File: src/rtl/pfsb_ram.sv
// ----------------------------------------------------------------------------
// pfsb_ram
// Generic single-write, single-read RAM with registered read data.
// ----------------------------------------------------------------------------
module pfsb_ram #(
  parameter int WIDTH = 8,
  parameter int DEPTH = 504
) (
  input  logic                     clk,
  input  logic                     we,
  input  logic [$clog2(DEPTH)-1:0] waddr,
  input  logic [WIDTH-1:0]         wdata,
  input  logic [$clog2(DEPTH)-1:0] raddr,
  output logic [WIDTH-1:0]         rdata
);

  logic [WIDTH-1:0] mem [0:DEPTH-1];

  always_ff @(posedge clk) begin
    if (we) begin
      mem[waddr] <= wdata;
    end
    rdata <= mem[raddr];
  end

endmodule

File: config.mk
export PLATFORM = sky130hd
export DESIGN_NAME = pfsb_ram
export DESIGN_NICKNAME = d
export VERILOG_FILES = /design/src/rtl/pfsb_ram.sv
export SDC_FILE = /design/constraint.sdc
export NUM_CORES = 2
export LEC_CHECK = 0
export ABC_AREA = 0
export BUFFER_PORTS_ARGS = -buffer_cell sky130_fd_sc_hd__buf_2
export CAP_MARGIN = 25
export CORE_UTILIZATION = 50
export DETAILED_ROUTE_END_ITERATION = 7
export MAX_ROUTING_LAYER = met4
export PLACE_DENSITY = 0.67
export RECOVER_POWER = 25
export SLEW_MARGIN = 20
export SYNTH_ARGS = -nofsm -noshare
export SYNTH_HDL_FRONTEND = slang
export SYNTH_SLANG_ARGS = --single-unit
export TNS_END_PERCENT = 50
File: constraint.sdc
create_clock -name clk -period 6.75 [get_ports clk]
set_clock_uncertainty 0.05 [all_clocks]
set_input_delay 1.35 -clock clk [delete_from_list [all_inputs] [get_ports clk]]
set_output_delay 1.35 -clock clk [all_outputs]
set_load 0.005 [all_outputs]
=== After elaboration in Yosys (flattened, before gate mapping) ===
Memories as Yosys holds them, arrays and structs flattened. A register that Yosys moved wholly into a read port is not among the register bits.
Cells that the tools add are included.

* Bits in registers: 0
* Word-level logic and storage cells: 3
* Memories: 1
* Output and inout port bits: 8
* Input port bits: 28
* Bits in writable memories: 4032

* Multiplexer cells: 2

{| class="wikitable"
|+ Memories
! memory !! words !! width !! read ports !! clocked after Yosys merged registers in !! wr ports !! line !! text
|-
| mem || 504 || 8 || 1 || 1 || 1 || 17 || <nowiki>logic [WIDTH-1:0] mem [0:DEPTH-1];</nowiki>
|}

{| class="wikitable"
|+ Operators by type and width
! operator !! count
|-
| 1-bit 2-to-1 mux || 2
|}

=== Longest topological paths before layout ===
* Depth after elaboration: 2
* Mapped depth: 15
* Gate-level depth less buffers: 8

=== Worst setup path after synthesis ===
OpenSTA, ideal clock, no wires.

* Kind: input port to flip-flop
* From: in raddr[0]
* To: reg rdata[0] (read register of mem)
* Setup time: 0.126 ns
* Data required time: 6.574 ns
* Setup slack: 3.029 ns
* Path buffers: 4
* Arrival: 3.545 ns
* Stages on the path: 10
* Path through: buf_6 buf_12 buf_6 buf_2 mux4_2 mux4_2 a22oi_1 a31oi_1 a22oi_1 o21ai_0

{| class="wikitable"
|+ RTL lines
! what !! line !! text
|-
| start, declared || 13 || <nowiki>input logic [$clog2(DEPTH)-1:0] raddr,</nowiki>
|-
| end, declared || 14 || <nowiki>output logic [WIDTH-1:0] rdata</nowiki>
|}

=== Worst setup path after layout ===
* From: in wdata[1]
* To: mem mem[440][1], data pin

{| class="wikitable"
|+ RTL lines
! what !! line !! text
|-
| start, declared || 12 || <nowiki>input logic [WIDTH-1:0] wdata,</nowiki>
|-
| end, declared || 17 ||
|}

Straight into the memory's write port.

==> results.py <==
metrics = {
    "status": {
        "run_status": "finished with violations",
        "violations": "max-capacitance violations, max-slew violations",
    },
    "critical_path": {
        "crit_buf_inv": 2,
        "crit_type": "in -> reg",
        "critical-path-top-delay-family": "buffers and inverters",
        "crit_slowest_cell": "clkbuf_1",
        "arrival_ps": 5950,
        "worst_setup_path_end_kind": "flip-flop",
        "critPathMaxFanout": 188,
        "crit_chain": "clkbuf_1, buf_12",
        "max_stage_delay_ps": 3550,
        "worst_ep_required_time_ps": 7310,
        "start_kind": "input pin",
    },
    "sta": {
        "setup_slack_ps": 1360,
        "slew_headroom": -2.48,
        "fin_crit_ps": 5390,
        "setup_tns_ps": 0,
        "drv_slew": 794,
        "hold_viol": 0,
        "layout_worst_path_cycle_share": 0.799,
        "worst_pin_slew_ps": 5210,
        "fmax_mhz": 185,
        "rsz0062_at_grt": "no",
        "setup_violations": 0,
    },
    "die": {
        "die_h_um": 563,
        "die_area_um2": 317000,
        "placementRows": 205,
        "die_width_um": 563,
        "start_util": 0.503,
        "io_pins": 36,
        "core_area_um2": 312000,
    },
    "clocking": {
        "insertion_delay_ps": 990,
        "cts_tree": "built",
        "cts_root_buf": "clkbuf_16",
        "ctsHtreeMaxLevel": 5,
        "postCtsHoldBufs": 0,
        "cts_buffer_depth": 4,
        "cts_resized": 0,
        "cts_sinks": 4040,
        "path_clk_slew_ps": 60,
        "post_cts_buffers": 0,
        "cts_buffers": 402,
    },
    "logic_synthesis": {
        "synth_area_per_cell_um2": 21.4,
        "synth_top_cells_by_area": "edfxtp_1, mux4_2, mux2i_1",
        "syn_area_um2": 157000,
        "synth_enable_flop_cells": 4032,
        "synth_nets": 7386,
        "synth_top_cell_by_area": "edfxtp_1",
        "yosysUniqueCellTypes": 63,
        "yosys.area.top_type_share": 0.770,
        "yosysWarningCount": 0,
        "synth_seq_cells": 4040,
        "synthArstFlopShare": 0,
        "ys_seq_area_frac": 0.771,
        "synth_flop_cell": "edfxtp_1",
        "syn_inst": 7358,
    },
    "finish": {
        "utilization": 0.561,
        "layout_commonest_cell": "edfxtp_1",
        "syn2layout_area_growth_pct": 11.5,
        "most-common-layout-cells": "edfxtp_1, mux4_2, nor2_1",
        "fin_nets": 7579,
        "drive_gt1_frac": 0.227,
    },
    "detailed_routing": {
        "dr.pass1.iters": 6,
        "wire_per_inst_um": 34.5,
        "routed_wl_um": 416000,
        "route.detailed.drc": 0,
        "ant_nets": 0,
        "avgViaCountPerCell": 6.49,
        "first_iter_violations": 11075,
        "num_vias": 78220,
    },
    "global_routing": {
        "grt_pass1_vias": 78174,
        "grt.overflow.total": 0,
        "grt_use_total": 0.271,
        "grt_max_degree": 210,
        "grt_pass1_wl_um": 590000,
        "antenna_found_initial": 22,
    },
    "placed_design": {
        "pre_cts_ws_ps": 1190,
        "port_buffers": 35,
        "hpwl_um": 250000,
        "place_congestion": 0.873,
    },
    "run": {
        "cap_viol_max_count": 8,
    },
    "hold_path": {
        "hold_path_class": "in -> reg",
    },
    "power_and_ir_drop": {
        "power.density_nw_per_um2": 299,
        "total_leakage_power_nw": 54.5,
        "ir_drop_uv": 243,
    },
}
==> final cells by class <==
| cell class | count | area [um2] |
|---|---|---|
| clock buffers | 492 | 10600 |
| diodes | 26 | 65.1 |
| clock inverters | 249 | 2370 |
| well taps | 4140 | 5180 |
| repair buffers | 246 | 2500 |
| flip-flops and latches | 4040 | 121000 |
| multi-input cells | 2855 | 33300 |
| fillers | 22710 | 137000 |
| inverters | 6 | 36.3 |
==> per-layer routing <==
| layer | GRT usage | wire length [um] | vias to the layer above |
|---|---|---|---|
| li1 | - | - | 31316 |
| met1 | 0.362 | 158000 | 41528 |
| met2 | 0.415 | 199000 | 4596 |
| met3 | 0.0562 | 42000 | 780 |
| met4 | 0.101 | 17400 | 0 |
| met5 | - | 0 | - |
==> registers in the layout (all words and copies together) (netlist names) <==
signal  cells
rdata       8
mem      4032
==> stage by stage <==
stage               hold slack [ps]  total power [W]  cell area [um2]  std cells
finish                          845           0.0524           175000      12054
global route                    854           0.0536           175000      12046
CTS                             725           0.0525           175000      12023
detailed placement             1030           0.0309           162000      11282
global placement               1000           0.0308           162000      11273
floorplan                       814           0.0296           157000       7358
==> synthesized netlist by cell type (4+ instances only) <==
master,number
o21ai_0,94
a211oi_1,17
mux2i_1,428
buf_8,19
mux2_2,12
o31ai_1,4
nand2b_1,8
clkbuf_1,190
o21bai_1,4
buf_4,39
o211ai_1,7
nor4b_1,4
nor2b_1,14
nand4_1,7
or2_2,4
dfxtp_1,8
nor3_1,48
a22oi_1,44
o2111ai_1,5
a31oi_1,16
mux4_2,927
a21oi_1,110
a2111oi_0,10
a221oi_1,13
nor2_1,581
nand3_1,38
inv_1,4
edfxtp_1,4032
nand2_1,128
and2_1,15
o22ai_1,109
nor4_1,12
a211o_1,4
buf_6,85
nor3b_1,4
o221ai_1,144
a311oi_1,6
buf_1,27
buf_2,95
==> logic make-up after synthesis <==
family / Yosys count / share of synthesized area
AND/OR/NAND/NOR: 877 / 0.0231
buffers and inverters: 463 / 0.0183
flip-flops: 4040 / 0.771
multiplexers: 1367 / 0.161
AO/OA/AOI/OAI: 611 / 0.0266
==> report_power, final <==
part           switching [W]  leakage (nW)  total [W]  internal [W]
clock network        0.00956          6.31     0.0221        0.0125
registers          0.0000283          36.3     0.0277        0.0276
logic                0.00180          11.8    0.00268      0.000882
total                 0.0114          54.5     0.0524        0.0410
==> worst paths after layout <==
| path | cells after the start | endpoint | startpoint | slack [ps] |
|---|---|---|---|---|
| max | 2 | mem[440][1] | wdata[1] | 1360 |
| min | 1 | mem[263][6] | wdata[6] | 850 |
| max reg2reg | 9 | rdata[4] | mem[11][4] | 3430 |
| min reg2reg | 6 | rdata[3] | mem[370][3] | 1080 |
Note: power is estimated with default switching activity, not from simulation.
